### config.mk
export PLATFORM = sky130hd
export DESIGN_NAME = rolling_hash_string_matcher
export DESIGN_NICKNAME = d
export VERILOG_FILES = /design/src/hw/rtl/rhsm_pkg.sv /design/src/hw/rtl/rolling_hash_string_matcher.sv /design/src/hw/rtl/rhsm_cell.sv /design/src/hw/rtl/rhsm_mod.sv
export SDC_FILE = /design/constraint.sdc
export NUM_CORES = 2
export LEC_CHECK = 0
export BUFFER_PORTS_ARGS = -buffer_cell sky130_fd_sc_hd__buf_2
export CORE_MARGIN = 1
export CORE_UTILIZATION = 41
export CTS_CLUSTER_DIAMETER = 40
export DETAILED_ROUTE_END_ITERATION = 16
export PLACE_DENSITY = 0.66
export SYNTH_ARGS = -nofsm -noshare
export SYNTH_HDL_FRONTEND = slang
export SYNTH_SLANG_ARGS = --single-unit
export TNS_END_PERCENT = 5
### constraint.sdc
create_clock -name clk -period 23.4 [get_ports clk]
set_clock_uncertainty 0.1 [all_clocks]
set_input_delay 0 -clock clk [delete_from_list [all_inputs] [get_ports clk]]
set_output_delay 0 -clock clk [all_outputs]
set_load 0.02 [all_outputs]
### src/hw/rtl/rhsm_pkg.sv
// Shared types and constants for the rolling hash string matcher.
`default_nettype none

package rhsm_pkg;

    localparam int SYM_W   = 8;
    localparam int PIDX_W  = 6;
    localparam int HASH_W  = 16;
    localparam int RADIX_W = 9;
    localparam int PLEN_W  = 7;
    localparam int CNT_W   = 17;
    localparam int RED_W   = 32;

    localparam logic [SYM_W-1:0] ZERO_CODE = 8'd48;
    localparam logic [CNT_W-1:0] COUNT_CAP = 17'h10000;

    typedef enum logic [1:0] {
        FN_LOAD    = 2'd0,
        FN_TEXT    = 2'd1,
        FN_RESTART = 2'd2,
        FN_NOP     = 2'd3
    } func_t;

    typedef enum logic [1:0] {
        CFG_RADIX   = 2'd0,
        CFG_MODULUS = 2'd1,
        CFG_PLEN    = 2'd2,
        CFG_NONE    = 2'd3
    } cfg_idx_t;

    // control broadcast from the sequencer to every cell
    typedef struct packed {
        logic              pat_we;
        logic [PIDX_W-1:0] pidx;
        logic [SYM_W-1:0]  sym;
        logic              win_shift;
        logic              tap_load_win;
        logic              tap_load_pat;
        logic              tap_shift;
    } rhsm_ctl_t;

endpackage

`default_nettype wire

### src/hw/rtl/rolling_hash_string_matcher.sv
// Top level: Rabin-Karp matcher with a row of symbol cells and a serial reducer.
//
//  channel | direction | handshake            | payload
//  --------+-----------+----------------------+-------------------------------------------
//  in      | sink      | in_valid / in_ready  | func, symbol, pattern_index, end_of_text
//  out     | source    | out_valid / out_ready| match_found, match_start, match_total,
//          |           |                      | last_start, any_match, text_done
//  cfg     | sink      | cfg_valid / cfg_ready| cfg_index, cfg_data
//
// One word at a time. Each modular reduction runs in the bit-serial reducer.
// Pattern load: up to 5 reductions. Restart and no-op: no reduction.
// Text word: up to 8 reductions plus up to MAX_PATTERN-1 tap shifts.
// Reset clears hashes, counts and the output valid flag; cell contents are not cleared.
// A held output word stalls only the final step; the next input waits for the idle state.
`default_nettype none

module rolling_hash_string_matcher #(
    parameter int MAX_PATTERN = 64,
    parameter int MAX_TEXT    = 65536
) (
    input  wire logic                          clk,
    input  wire logic                          rst_n,
    input  wire logic                          in_valid,
    output logic                               in_ready,
    input  wire logic [1:0]                    func,
    input  wire logic [rhsm_pkg::SYM_W-1:0]    symbol,
    input  wire logic [rhsm_pkg::PIDX_W-1:0]   pattern_index,
    input  wire logic                          end_of_text,
    output logic                               out_valid,
    input  wire logic                          out_ready,
    output logic                               match_found,
    output logic [15:0]                        match_start,
    output logic [rhsm_pkg::CNT_W-1:0]         match_total,
    output logic [15:0]                        last_start,
    output logic                               any_match,
    output logic                               text_done,
    input  wire logic                          cfg_valid,
    output logic                               cfg_ready,
    input  wire logic [1:0]                    cfg_index,
    input  wire logic [15:0]                   cfg_data
);
    import rhsm_pkg::*;

    localparam int MW  = $clog2(MAX_PATTERN + 1);
    localparam int PSW = $clog2(MAX_TEXT + 1);

    typedef enum logic [4:0] {
        S_IDLE, S_DISP, S_WAIT,
        S_P1, S_P2, S_P3, S_P4, S_P5, S_P6, S_P7,
        S_T1, S_T2, S_T3, S_T4, S_T5, S_T6, S_T7, S_T7B,
        S_T8, S_T9, S_T10, S_T11, S_T12,
        S_FIN
    } state_t;

    state_t            state_reg;
    state_t            ret_reg;

    logic [RADIX_W-1:0] radix_reg;
    logic [HASH_W-1:0]  modulus_reg;
    logic [PLEN_W-1:0]  plen_reg;

    func_t              func_reg;
    logic [SYM_W-1:0]   sym_reg;
    logic [PIDX_W-1:0]  pidx_reg;
    logic               eot_reg;

    logic [HASH_W-1:0]  ph_reg;
    logic [HASH_W-1:0]  th_reg;
    logic [HASH_W-1:0]  rp_reg;
    logic [PSW-1:0]     pos_reg;
    logic [CNT_W-1:0]   count_reg;
    logic [15:0]        last_reg;
    logic               seen_reg;

    logic [HASH_W-1:0]  a_reg;
    logic [HASH_W-1:0]  v_reg;
    logic [HASH_W-1:0]  t_reg;
    logic [HASH_W-1:0]  sv_reg;
    logic [RED_W-1:0]   prod_reg;
    logic [MW-1:0]      cnt_reg;
    logic               found_reg;
    logic [15:0]        start_reg;
    logic               done_reg;

    logic               mod_start_reg;
    logic [RED_W-1:0]   mod_x_reg;
    logic               mod_done;
    logic [HASH_W-1:0]  mod_rem;

    logic               out_valid_reg;
    logic               out_found_reg;
    logic [15:0]        out_start_reg;
    logic [CNT_W-1:0]   out_total_reg;
    logic [15:0]        out_last_reg;
    logic               out_any_reg;
    logic               out_done_reg;

    logic [HASH_W-1:0]  qe;
    logic [MW-1:0]      m_eff;
    logic [RED_W-1:0]   q48;
    logic [RED_W-1:0]   start_calc;
    logic [HASH_W-1:0]  mul_a;
    logic [HASH_W-1:0]  mul_b;
    rhsm_ctl_t          ctl;
    logic               match_all;

    logic [SYM_W-1:0]       w_arr [MAX_PATTERN];
    logic [SYM_W-1:0]       t_arr [MAX_PATTERN];
    logic [SYM_W-1:0]       p_arr [MAX_PATTERN];
    logic [MAX_PATTERN-1:0] eq_vec;

    assign qe  = (modulus_reg == '0) ? HASH_W'(1) : modulus_reg;
    assign q48 = ({16'b0, qe} << 5) + ({16'b0, qe} << 4);
    assign start_calc = RED_W'(pos_reg) + RED_W'(1) - RED_W'(m_eff);

    always_comb
    begin
        if (plen_reg == '0)
        begin
            m_eff = MW'(1);
        end
        else if (int'(plen_reg) > MAX_PATTERN)
        begin
            m_eff = MW'(MAX_PATTERN);
        end
        else
        begin
            m_eff = MW'(plen_reg);
        end
    end

    // shared multiplier operand select
    always_comb
    begin
        mul_a = '0;
        mul_b = '0;
        case (state_reg)
            S_P2, S_P5:
            begin
                mul_a = HASH_W'(radix_reg);
                mul_b = a_reg;
            end
            S_T5:
            begin
                mul_a = sv_reg;
                mul_b = a_reg;
            end
            S_T8:
            begin
                mul_a = HASH_W'(radix_reg);
                mul_b = t_reg;
            end
            default:
            begin
                mul_a = '0;
                mul_b = '0;
            end
        endcase
    end

    always_comb
    begin
        ctl           = '0;
        ctl.pidx      = pidx_reg;
        ctl.sym       = sym_reg;
        ctl.pat_we    = (state_reg == S_DISP) && (func_reg == FN_LOAD)
                        && (int'(pidx_reg) < MAX_PATTERN);
        ctl.win_shift = (state_reg == S_T10);
        ctl.tap_load_win = (state_reg == S_T2) && (int'(pos_reg) >= int'(m_eff));
        ctl.tap_load_pat = (state_reg == S_T11) && (a_reg == t_reg);
        ctl.tap_shift = ((state_reg == S_T3) || (state_reg == S_T12)) && (cnt_reg != '0);
    end

    genvar k;
    generate
        for (k = 0; k < MAX_PATTERN; k++)
        begin : g_cell
            logic [SYM_W-1:0] w_in;
            logic [SYM_W-1:0] t_in;
            logic             act;

            if (k == 0)
            begin : g_first
                assign w_in = sym_reg;
            end
            else
            begin : g_mid
                assign w_in = w_arr[k-1];
            end

            if (k == MAX_PATTERN - 1)
            begin : g_last
                assign t_in = '0;
            end
            else
            begin : g_up
                assign t_in = t_arr[k+1];
            end

            assign act = (k < int'(m_eff));

            rhsm_cell #(
                .IDX (k)
            ) u_cell (
                .clk      (clk),
                .ctl      (ctl),
                .active   (act),
                .w_prev   (w_in),
                .t_above  (t_in),
                .p_mirror (p_arr[MAX_PATTERN-1-k]),
                .w_q      (w_arr[k]),
                .t_q      (t_arr[k]),
                .p_q      (p_arr[k]),
                .eq       (eq_vec[k])
            );
        end
    endgenerate

    assign match_all = &eq_vec;

    rhsm_mod u_mod (
        .clk   (clk),
        .rst_n (rst_n),
        .start (mod_start_reg),
        .x     (mod_x_reg),
        .q     (qe),
        .done  (mod_done),
        .rem   (mod_rem)
    );

    assign in_ready    = (state_reg == S_IDLE);
    assign cfg_ready   = 1'b1;
    assign out_valid   = out_valid_reg;
    assign match_found = out_found_reg;
    assign match_start = out_start_reg;
    assign match_total = out_total_reg;
    assign last_start  = out_last_reg;
    assign any_match   = out_any_reg;
    assign text_done   = out_done_reg;

    always_ff @(posedge clk or negedge rst_n)
    begin
        if (!rst_n)
        begin
            state_reg     <= S_IDLE;
            ret_reg       <= S_IDLE;
            radix_reg     <= RADIX_W'(10);
            modulus_reg   <= HASH_W'(13);
            plen_reg      <= PLEN_W'(1);
            ph_reg        <= '0;
            th_reg        <= '0;
            rp_reg        <= HASH_W'(1);
            pos_reg       <= '0;
            count_reg     <= '0;
            last_reg      <= '0;
            seen_reg      <= 1'b0;
            mod_start_reg <= 1'b0;
            out_valid_reg <= 1'b0;
            cnt_reg       <= '0;
        end
        else
        begin
            mod_start_reg <= 1'b0;

            if (cfg_valid)
            begin
                case (cfg_idx_t'(cfg_index))
                    CFG_RADIX:   radix_reg   <= cfg_data[RADIX_W-1:0];
                    CFG_MODULUS: modulus_reg <= cfg_data;
                    CFG_PLEN:    plen_reg    <= cfg_data[PLEN_W-1:0];
                    default:     ;
                endcase
            end

            // in S_FIN the output register is reloaded below instead
            if (out_valid_reg && out_ready && (state_reg != S_FIN))
            begin
                out_valid_reg <= 1'b0;
            end

            case (state_reg)
                S_IDLE:
                begin
                    if (in_valid)
                    begin
                        func_reg  <= func_t'(func);
                        sym_reg   <= symbol;
                        pidx_reg  <= pattern_index;
                        eot_reg   <= end_of_text;
                        found_reg <= 1'b0;
                        start_reg <= '0;
                        done_reg  <= 1'b0;
                        state_reg <= S_DISP;
                    end
                end
                S_DISP:
                begin
                    state_reg <= S_FIN;
                    case (func_reg)
                        FN_LOAD:
                        begin
                            if ((int'(pidx_reg) < MAX_PATTERN)
                                && (int'(pidx_reg) < int'(m_eff)))
                            begin
                                mod_start_reg <= 1'b1;
                                mod_x_reg <= RED_W'(sym_reg) + q48 - RED_W'(ZERO_CODE);
                                ret_reg   <= S_P1;
                                state_reg <= S_WAIT;
                            end
                        end
                        FN_TEXT:
                        begin
                            done_reg <= eot_reg;
                            if (int'(pos_reg) < MAX_TEXT)
                            begin
                                mod_start_reg <= 1'b1;
                                mod_x_reg <= RED_W'(sym_reg) + q48 - RED_W'(ZERO_CODE);
                                ret_reg   <= S_T1;
                                state_reg <= S_WAIT;
                            end
                        end
                        FN_RESTART:
                        begin
                            th_reg    <= '0;
                            pos_reg   <= '0;
                            count_reg <= '0;
                            last_reg  <= '0;
                            seen_reg  <= 1'b0;
                        end
                        default:
                        begin
                            state_reg <= S_FIN;
                        end
                    endcase
                end
                S_WAIT:
                begin
                    if (mod_done)
                    begin
                        a_reg     <= mod_rem;
                        state_reg <= ret_reg;
                    end
                end
                // pattern load
                S_P1:
                begin
                    v_reg <= a_reg;
                    if (pidx_reg == '0)
                    begin
                        ph_reg    <= a_reg;
                        rp_reg    <= (qe == HASH_W'(1)) ? '0 : HASH_W'(1);
                        state_reg <= S_FIN;
                    end
                    else
                    begin
                        mod_start_reg <= 1'b1;
                        mod_x_reg     <= RED_W'(ph_reg);
                        ret_reg       <= S_P2;
                        state_reg     <= S_WAIT;
                    end
                end
                S_P2:
                begin
                    prod_reg  <= mul_a * mul_b;
                    state_reg <= S_P3;
                end
                S_P3:
                begin
                    mod_start_reg <= 1'b1;
                    mod_x_reg     <= prod_reg + RED_W'(v_reg);
                    ret_reg       <= S_P4;
                    state_reg     <= S_WAIT;
                end
                S_P4:
                begin
                    ph_reg        <= a_reg;
                    mod_start_reg <= 1'b1;
                    mod_x_reg     <= RED_W'(rp_reg);
                    ret_reg       <= S_P5;
                    state_reg     <= S_WAIT;
                end
                S_P5:
                begin
                    prod_reg  <= mul_a * mul_b;
                    state_reg <= S_P6;
                end
                S_P6:
                begin
                    mod_start_reg <= 1'b1;
                    mod_x_reg     <= prod_reg;
                    ret_reg       <= S_P7;
                    state_reg     <= S_WAIT;
                end
                S_P7:
                begin
                    rp_reg    <= a_reg;
                    state_reg <= S_FIN;
                end
                // text symbol
                S_T1:
                begin
                    v_reg         <= a_reg;
                    mod_start_reg <= 1'b1;
                    mod_x_reg     <= RED_W'(th_reg);
                    ret_reg       <= S_T2;
                    state_reg     <= S_WAIT;
                end
                S_T2:
                begin
                    t_reg <= a_reg;
                    if (int'(pos_reg) >= int'(m_eff))
                    begin
                        cnt_reg   <= m_eff - MW'(1);
                        state_reg <= S_T3;
                    end
                    else
                    begin
                        state_reg <= S_T8;
                    end
                end
                S_T3:
                begin
                    // tap 0 walks down to the symbol leaving the window
                    if (cnt_reg != '0)
                    begin
                        cnt_reg <= cnt_reg - MW'(1);
                    end
                    else
                    begin
                        mod_start_reg <= 1'b1;
                        mod_x_reg <= RED_W'(t_arr[0]) + q48 - RED_W'(ZERO_CODE);
                        ret_reg   <= S_T4;
                        state_reg <= S_WAIT;
                    end
                end
                S_T4:
                begin
                    sv_reg        <= a_reg;
                    mod_start_reg <= 1'b1;
                    mod_x_reg     <= RED_W'(rp_reg);
                    ret_reg       <= S_T5;
                    state_reg     <= S_WAIT;
                end
                S_T5:
                begin
                    prod_reg  <= mul_a * mul_b;
                    state_reg <= S_T6;
                end
                S_T6:
                begin
                    mod_start_reg <= 1'b1;
                    mod_x_reg     <= prod_reg;
                    ret_reg       <= S_T7;
                    state_reg     <= S_WAIT;
                end
                S_T7:
                begin
                    mod_start_reg <= 1'b1;
                    mod_x_reg     <= RED_W'(t_reg) + RED_W'(qe) - RED_W'(a_reg);
                    ret_reg       <= S_T7B;
                    state_reg     <= S_WAIT;
                end
                S_T7B:
                begin
                    t_reg     <= a_reg;
                    state_reg <= S_T8;
                end
                S_T8:
                begin
                    prod_reg  <= mul_a * mul_b;
                    state_reg <= S_T9;
                end
                S_T9:
                begin
                    mod_start_reg <= 1'b1;
                    mod_x_reg     <= prod_reg + RED_W'(v_reg);
                    ret_reg       <= S_T10;
                    state_reg     <= S_WAIT;
                end
                S_T10:
                begin
                    th_reg  <= a_reg;
                    t_reg   <= a_reg;
                    pos_reg <= pos_reg + PSW'(1);
                    if ((int'(pos_reg) + 1) >= int'(m_eff))
                    begin
                        start_reg     <= start_calc[15:0];
                        mod_start_reg <= 1'b1;
                        mod_x_reg     <= RED_W'(ph_reg);
                        ret_reg       <= S_T11;
                        state_reg     <= S_WAIT;
                    end
                    else
                    begin
                        state_reg <= S_FIN;
                    end
                end
                S_T11:
                begin
                    if (a_reg == t_reg)
                    begin
                        cnt_reg   <= MW'(MAX_PATTERN) - m_eff;
                        state_reg <= S_T12;
                    end
                    else
                    begin
                        state_reg <= S_FIN;
                    end
                end
                S_T12:
                begin
                    // reversed pattern slides down until it lines up with the window
                    if (cnt_reg != '0)
                    begin
                        cnt_reg <= cnt_reg - MW'(1);
                    end
                    else
                    begin
                        if (match_all)
                        begin
                            found_reg <= 1'b1;
                            if (count_reg != COUNT_CAP)
                            begin
                                count_reg <= count_reg + CNT_W'(1);
                            end
                            last_reg <= start_reg;
                            seen_reg <= 1'b1;
                        end
                        state_reg <= S_FIN;
                    end
                end
                S_FIN:
                begin
                    if (!out_valid_reg || out_ready)
                    begin
                        out_valid_reg <= 1'b1;
                        out_found_reg <= found_reg;
                        out_start_reg <= start_reg;
                        out_total_reg <= count_reg;
                        out_last_reg  <= last_reg;
                        out_any_reg   <= seen_reg;
                        out_done_reg  <= done_reg;
                        state_reg     <= S_IDLE;
                    end
                end
                default:
                begin
                    state_reg <= S_IDLE;
                end
            endcase
        end
    end

    a_rem_below_mod: assert property (@(posedge clk) disable iff (!rst_n)
        mod_done |-> (mod_rem < qe))
        else $error("reducer remainder not below modulus");

    a_total_capped: assert property (@(posedge clk) disable iff (!rst_n)
        out_valid |-> (match_total <= COUNT_CAP))
        else $error("match count beyond cap");

    a_found_sets_last: assert property (@(posedge clk) disable iff (!rst_n)
        (out_valid && match_found) |-> (any_match && (last_start == match_start)))
        else $error("match word without matching last start");

    a_found_is_text: assert property (@(posedge clk) disable iff (!rst_n)
        (state_reg == S_FIN && found_reg) |-> (func_reg == FN_TEXT))
        else $error("match reported for a non-text word");

endmodule

`default_nettype wire

### src/hw/rtl/rhsm_cell.sv
// One cell: pattern symbol, window symbol and tap symbol with local compare.
`default_nettype none

module rhsm_cell #(
    parameter int IDX = 0
) (
    input  wire logic                     clk,
    input  wire rhsm_pkg::rhsm_ctl_t      ctl,
    input  wire logic                     active,
    input  wire logic [rhsm_pkg::SYM_W-1:0] w_prev,
    input  wire logic [rhsm_pkg::SYM_W-1:0] t_above,
    input  wire logic [rhsm_pkg::SYM_W-1:0] p_mirror,
    output logic [rhsm_pkg::SYM_W-1:0]      w_q,
    output logic [rhsm_pkg::SYM_W-1:0]      t_q,
    output logic [rhsm_pkg::SYM_W-1:0]      p_q,
    output logic                            eq
);
    import rhsm_pkg::*;

    logic [SYM_W-1:0] pat_reg;
    logic [SYM_W-1:0] win_reg;
    logic [SYM_W-1:0] tap_reg;

    always_ff @(posedge clk)
    begin
        if (ctl.pat_we && (int'(ctl.pidx) == IDX))
        begin
            pat_reg <= ctl.sym;
        end
        if (ctl.win_shift)
        begin
            win_reg <= w_prev;
        end
        if (ctl.tap_load_win)
        begin
            tap_reg <= win_reg;
        end
        else if (ctl.tap_load_pat)
        begin
            tap_reg <= p_mirror;
        end
        else if (ctl.tap_shift)
        begin
            tap_reg <= t_above;
        end
    end

    assign w_q = win_reg;
    assign t_q = tap_reg;
    assign p_q = pat_reg;
    assign eq  = !active || (win_reg == tap_reg);

endmodule

`default_nettype wire

### src/hw/rtl/rhsm_mod.sv
// Bit-serial remainder unit: x mod q, one dividend bit per cycle.
`default_nettype none

module rhsm_mod (
    input  wire logic                        clk,
    input  wire logic                        rst_n,
    input  wire logic                        start,
    input  wire logic [rhsm_pkg::RED_W-1:0]  x,
    input  wire logic [rhsm_pkg::HASH_W-1:0] q,
    output logic                             done,
    output logic [rhsm_pkg::HASH_W-1:0]      rem
);
    import rhsm_pkg::*;

    localparam int CW = $clog2(RED_W);

    logic [RED_W-1:0]  x_reg;
    logic [HASH_W-1:0] r_reg;
    logic [CW-1:0]     cnt_reg;
    logic              busy_reg;
    logic              done_reg;
    logic [HASH_W:0]   cand;
    logic [HASH_W:0]   diff;
    logic [HASH_W-1:0] r_next;

    always_comb
    begin
        cand = {r_reg, x_reg[RED_W-1]};
        diff = cand - {1'b0, q};
        if (cand >= {1'b0, q})
        begin
            r_next = diff[HASH_W-1:0];
        end
        else
        begin
            r_next = cand[HASH_W-1:0];
        end
    end

    always_ff @(posedge clk or negedge rst_n)
    begin
        if (!rst_n)
        begin
            busy_reg <= 1'b0;
            done_reg <= 1'b0;
            cnt_reg  <= '0;
        end
        else
        begin
            done_reg <= 1'b0;
            if (start)
            begin
                busy_reg <= 1'b1;
                cnt_reg  <= '0;
            end
            else if (busy_reg)
            begin
                cnt_reg <= cnt_reg + 1'b1;
                if (cnt_reg == CW'(RED_W - 1))
                begin
                    busy_reg <= 1'b0;
                    done_reg <= 1'b1;
                end
            end
        end
    end

    always_ff @(posedge clk)
    begin
        if (start)
        begin
            x_reg <= x;
            r_reg <= '0;
        end
        else if (busy_reg)
        begin
            x_reg <= {x_reg[RED_W-2:0], 1'b0};
            r_reg <= r_next;
        end
    end

    assign done = done_reg;
    assign rem  = r_reg;

endmodule

`default_nettype wire

# Word level (Yosys, flattened, before mapping)
# Index checks and enable logic that the tools add are counted.
# totals
ff_bits	1956
out_inout_bits	55
elab_cells	1027
inputBits	40
# classes
n_reduce_logical	254
n_eq_ne	177
muxes	276
add_sub_neg	18
n_lt_le_gt_ge	70
mul	1
# ops
op	count
2-to-1 mux 8 bit	192
equality test 8 bit	64
one-hot mux 32 bit (9 select lines)	1
less-than comparator 6 x 7 -> 1 bit, first input constant	32
2-to-1 mux 32 bit	7
one-hot mux 16 bit (2 select lines)	7
equality test 6 bit, second input constant	32
2-to-1 mux 16 bit	9
less-than comparator 5 x 7 -> 1 bit, first input constant	16
equality test 6 x 5 -> 1 bit, second input constant	16
2-to-1 mux 5 bit	17
one-hot mux 5 bit (17 select lines)	1
logical AND 1 bit	70
2-to-1 mux 17 bit	4
one-hot mux 17 bit (2 select lines)	2
logical OR 1 bit	66
zero test 1 bit	65
one-hot mux 32 bit (2 select lines)	1
AND reduction 64 bit	1
one-hot mux 5 bit (12 select lines)	1
less-than comparator 4 x 7 -> 1 bit, first input constant	8
equality test 6 x 4 -> 1 bit, second input constant	8
subtractor 23 x 6 -> 24 bit, second input constant	2
adder 8 x 22 -> 23 bit	2
67 further kinds	172

# Depth between registers and ports, before layout
# logic_depth
word_depth	10
depth_mapped	32
ltp_nobuf	30

# Modules after synthesis
# Synthesis repeated with hierarchy kept, for this count alone.
# hier_totals
cells_unflattened	7771
hier_area_um2	98579.5
# modules_own_cells
mod	seq_area_each_um2	cells_per_inst	area_per_inst_um2	n_inst
rolling_hash_string_matcher	10218.6	3331	31231.2	1
rhsm_cell at g_cell[1].u_cell ...	720.7	64	998.5	16
rhsm_cell at g_cell[17].u_cell ...	720.7	65	998.5	15
rhsm_cell at g_cell[0].u_cell ...	720.7	64	996.0	11
rhsm_cell at g_cell[16].u_cell ...	720.7	65	996.0	7
rhsm_cell at g_cell[11].u_cell ...	720.7	65	1001.0	5
rhsm_cell at g_cell[10].u_cell ...	720.7	64	1001.0	4
rhsm_mod	1456.4	312	3479.6	1
rhsm_cell at g_cell[19].u_cell ...	720.7	66	998.5	2
rhsm_cell at g_cell[52].u_cell ...	720.7	64	993.5	2
rhsm_cell at g_cell[15].u_cell	720.7	64	999.7	1
rhsm_cell at g_cell[3].u_cell	720.7	65	997.2	1

# Worst setup path before layout
# OpenSTA, ideal clock, no wires.
# synth_path
path_kind	reg2reg
startpoint	register state_reg[1]
endpoint	register g_cell[0].u_cell.win_reg[0], enable pin
synth_period_minus_slack_ps	16428
setup_time_ps	1075
setup_slack_ps	6972
arrival_ps	15254
stages_incl_launch_ff	6
path_buffers	2
required_ps	22225
path_cell_list	dfrtp_1 -> clkbuf_1 -> nor3_1 -> nand3_1 -> inv_1 -> buf_1
# synth_via
elab_chain_len	1
# synth_lines
element	line	source
start: declaration	rolling_hash_string_matcher.sv:55	state_t state_reg;
start signal: assignment	rolling_hash_string_matcher.sv:341	state_reg <= ret_reg;
equality test 5 bit	rolling_hash_string_matcher.sv:168	ctl.win_shift = (state_reg == S_T10);
end signal: assignment	rhsm_cell.sv:32	win_reg <= w_prev;
end: declaration	rhsm_cell.sv:21	logic [SYM_W-1:0] win_reg;
# No other way between the ends.
# A chain may end at the register's enable or synchronous reset.

# Worst setup path in the final report
# layout_path
startpoint	register state_reg[4]
endpoint	register prod_reg[31] (data pin)
# layout_via
elab_chain_len	4
elab_cells_between_ends	9
classes_between	mul: 1; eq/ne: 4; mux: 2; reduce/logical: 2
# layout_lines
element	line	source
equality test 5 bit, or another cell as far along	rolling_hash_string_matcher.sv:137, rolling_hash_string_matcher.sv:281	
OR reduction 3 bit (no source line)	n/a	
one-hot mux 16 bit (2 select lines)	rolling_hash_string_matcher.sv:137	case (state_reg)
multiplier 16 x 16 -> 32 bit (*)	n/a	
end signal: assignment	rolling_hash_string_matcher.sv:364	prod_reg <= mul_a * mul_b;
end signal: assignment	rolling_hash_string_matcher.sv:384	prod_reg <= mul_a * mul_b;
end signal: assignment	rolling_hash_string_matcher.sv:446	prod_reg <= mul_a * mul_b;
end: declaration	rolling_hash_string_matcher.sv:79	logic [RED_W-1:0] prod_reg;
# Mark *: on every way between the ends. The rest lies on a longest branch, timed or not.

==> flow_summary.yaml <==
cts:
  insertion_delay_ns: 0.92
  cts_buffers: 304
  tritoncts: "built"
  cts_buffer_depth: 4
  cts_setup_buffers: 0
  clkTransAtPathRegs_ns: 0.06
  htreeDepth: 5
  root_buffer: "clkbuf_16"
  cts_sinks: 1956
synthesis:
  synth_top_cells_by_area: "edfxtp_1 (56%), nand2_1 (5.3%), fa_1 (4.6%), dfrtp_1 (3.9%), ha_1 (3.8%)"
  yosys.area.top_type: "edfxtp_1"
  syn_nets: 8617
  synthMuxAreaShare: 0.0114
  synthArstFlopShare: 0.0803
  synth_top_family_by_area: "simple AND/OR/NAND/NOR gates"
  ys.flop_type: "edfxtp_1"
  synth_top_area_frac: 0.560
  yosys-top-cells-count: "edfxtp_1 (1783), nand2_1 (1356), nor2_1 (906)"
  ys_warn_count: 0
  syn_area_um2: 95500
  synth_seq_area_share: 0.605
  syn_inst: 8068
  syn_area_per_cell_um2: 11.8
  synth.most_common_cell: "edfxtp_1"
  synthSimpleGateAreaFrac: 0.119
  synth_fa_ha_area_frac: 0.0838
  synth_edf_count: 1783
  yosysUniqueCellTypes: 87
  synth_xor_area_frac: 0.0591
  ys_ff_latch: 1956
  synth_compound_area_frac: 0.0891
worst_setup_path:
  cp_common_cell: "fa_1"
  rr_startpoint: "state_reg[4]$_DFFE_PN0P_"
  slowest_stage: "a22oi_1"
  ff2ff_path_depth: 25
  cp.required_ns: 23.98
  crit_start: "state_reg[4]$_DFFE_PN0P_"
  path_buf_inv: 6
  end_kind: "flip-flop"
  cp_slowest_stage_delay_ns: 0.92
  critPathCapture: "prod_reg[31]$_DFFE_PP_"
  crit_path_max_fanout: 32
  ff2ff_setup_slack_ns: 13.27
  start_kind: "flip-flop"
  cp.depth: 25
  crit_family: "compound AO/OA/AOI/OAI gates"
  critical_path_class: "reg2reg"
  worst_r2r_endpoint: "prod_reg[31]$_DFFE_PP_"
  cp.arrival_ns: 10.71
global_route:
  grt_overflow: 0
  grt_max_degree: 242
  first_global_vias: 63800
  grt.total_usage: 0.226
  grt_pass1_wl_um: 405000
  antenna_found_initial: 12
routing:
  num_vias: 64600
  postRouteWirelength_um: 269000
  ant_nets: 0
  firstDrtPassIters: 6
  vias_per_cell: 5.60
  wl_per_cell_um: 23.3
  drc: 0
  first_iter_violations: 7000
pwr:
  power_leakage_nw: 40.0
  p_comb_frac: 0.180
  p_sw_frac: 0.286
  p_clk_frac: 0.426
  ir_drop_mv: 0.0758
  p_int_mw: 7.53
  p_switching_mw: 3.02
  p_seq_frac: 0.394
  p_per_area_nw_per_um2: 95.7
run_status:
  status: "complete, no violations"
timing:
  max_slew_margin: 0.127
  fin_crit_sh: 0.433
  setup_ws_ns: 13.27
  maxSlewViolCount: 0
  fin_tns_setup_ns: 0
  setup_viol: 0
  rsz0062_at_grt: "no"
  tightest_slew_ns: 1.30
  hold_viol: 0
  fmax_mhz: 98.7
  period_minus_slack_ns: 10.13
floorplanning:
  fp.dieW_um: 485
  die_h_um: 485
  io_pins: 95
  dieArea_um2: 235000
  fp.coreArea_um2: 231000
  rows: 176
  initial_core_util: 0.414
final_layout:
  layout.nets: 8825
  drive_gt1_frac: 0.0956
  num-fill-cells: 20200
  area_delta_synth_final_pct: 15.3
placed_design:
  hpwl_um: 178000
  preCtsSetupSlack_ns: 13.38
  gp_congestion: 0.928
  numPortBuffers: 93
run:
  drv_cap: 0
worst_hold_path:
  holdCritPathClass: "in2reg"
[layer usage]
| metal | track usage | wire length, µm |
|---|---|---|
| met1 | 0.315 | 114000 |
| met2 | 0.348 | 121000 |
| met3 | 0.0486 | 23500 |
| met4 | 0.0810 | 9410 |
| met5 | 0 | 27 |
[tightest hold or removal path, delay by kind of cell]
family / cells / cell delay (ns)
buffers and inverters: 2 / 0.82
muxes: 1 / 0.21
[cell type report]
type	count	area [µm²]	share of cell area
antenna	4	10.0	0.0000909
clock buffer	346	7880	0.0715
clock inverter	185	2180	0.0198
inverter	439	1660	0.0151
multi-input combinational	5299	34700	0.315
sequential	1956	57800	0.525
tap	3026	3790	0.0344
timing repair buffer	276	2120	0.0192
[placed cells by master, fill, tap and decap left out, types with 53 or more instances in the layout]
| cell | instances |
|---|---|
| nand2_1 | 1356 |
| edfxtp_1 | 1783 |
| a21oi_1 | 172 |
| xor2_1 | 245 |
| nor4_1 | 73 |
| nand3_1 | 85 |
| ha_1 | 291 |
| mux2_2 | 84 |
| o21ai_0 | 187 |
| buf_4 | 99 |
| fa_1 | 218 |
| a31oi_1 | 528 |
| nand4_1 | 107 |
| xnor2_1 | 400 |
| dlygate4sd3_1 | 79 |
| a22oi_1 | 53 |
| clkbuf_16 | 307 |
| dfrtp_1 | 149 |
| inv_1 | 434 |
| nor2_1 | 901 |
| buf_2 | 92 |
[power by group through the flow]
| stage | Sequential (mW) | Combinational (mW) | Clock (mW) |
|---|---|---|---|
| final | 4.16 | 1.90 | 4.49 |
| after global routing | 4.18 | 2.07 | 4.68 |
| after CTS | 4.16 | 1.87 | 4.53 |
| after detailed placement | 4.22 | 1.84 | 0 |
| after global placement | 4.22 | 1.82 | 0 |
| after floorplan | 4.20 | 1.28 | 0 |
[kinds of logic after synthesis]
logic type / count (synthesis)
xor+xnor: 645
fa+ha+maj: 509
compound gates: 1306
simple gates: 2740
buf+inv: 813
flops: 1956
mux: 98
other cells: 1
[how the worst min path moves through the flow]
stage	startpoint	cells past startpoint	endpoint
final	cfg_data[6]	3	plen_reg[6]$_DFFE_PN0P_
after global routing	cfg_data[6]	3	plen_reg[6]$_DFFE_PN0P_
after CTS	cfg_data[6]	3	modulus_reg[6]$_DFFE_PN0P_
after detailed placement	rst_n	1	count_reg[3]$_DFFE_PN0P_
after global placement	rst_n	1	count_reg[7]$_DFFE_PN0P_
after floorplan	rst_n	0	cnt_reg[0]$_DFFE_PN0P_
[metrics by stage]
| stage | utilization | total power, mW | cells | hold slack [ns] | cell area (µm²) |
|---|---|---|---|---|---|
| global route | 0.477 | 10.9 | 11500 | 0.0175 | 110000 |
| finish | 0.477 | 10.5 | 11500 | 0.0652 | 110000 |
| global placement | 0.430 | 6.04 | 10900 | -0.0531 | 99300 |
| floorplan | - | 5.48 | 8068 | -0.396 | 95500 |
| detailed placement | 0.430 | 6.07 | 10900 | -0.0419 | 99300 |
| CTS | 0.477 | 10.6 | 11500 | 0.0106 | 110000 |
[what timing repair did]
action | 4_1_cts | 5_1_grt
hold buffers | 80 | 0
gates resized for setup | 0 | 0
setup endpoints to repair | 0 | 0
hold endpoints to repair | 260 | 0
(Power assumes the default switching activity.)
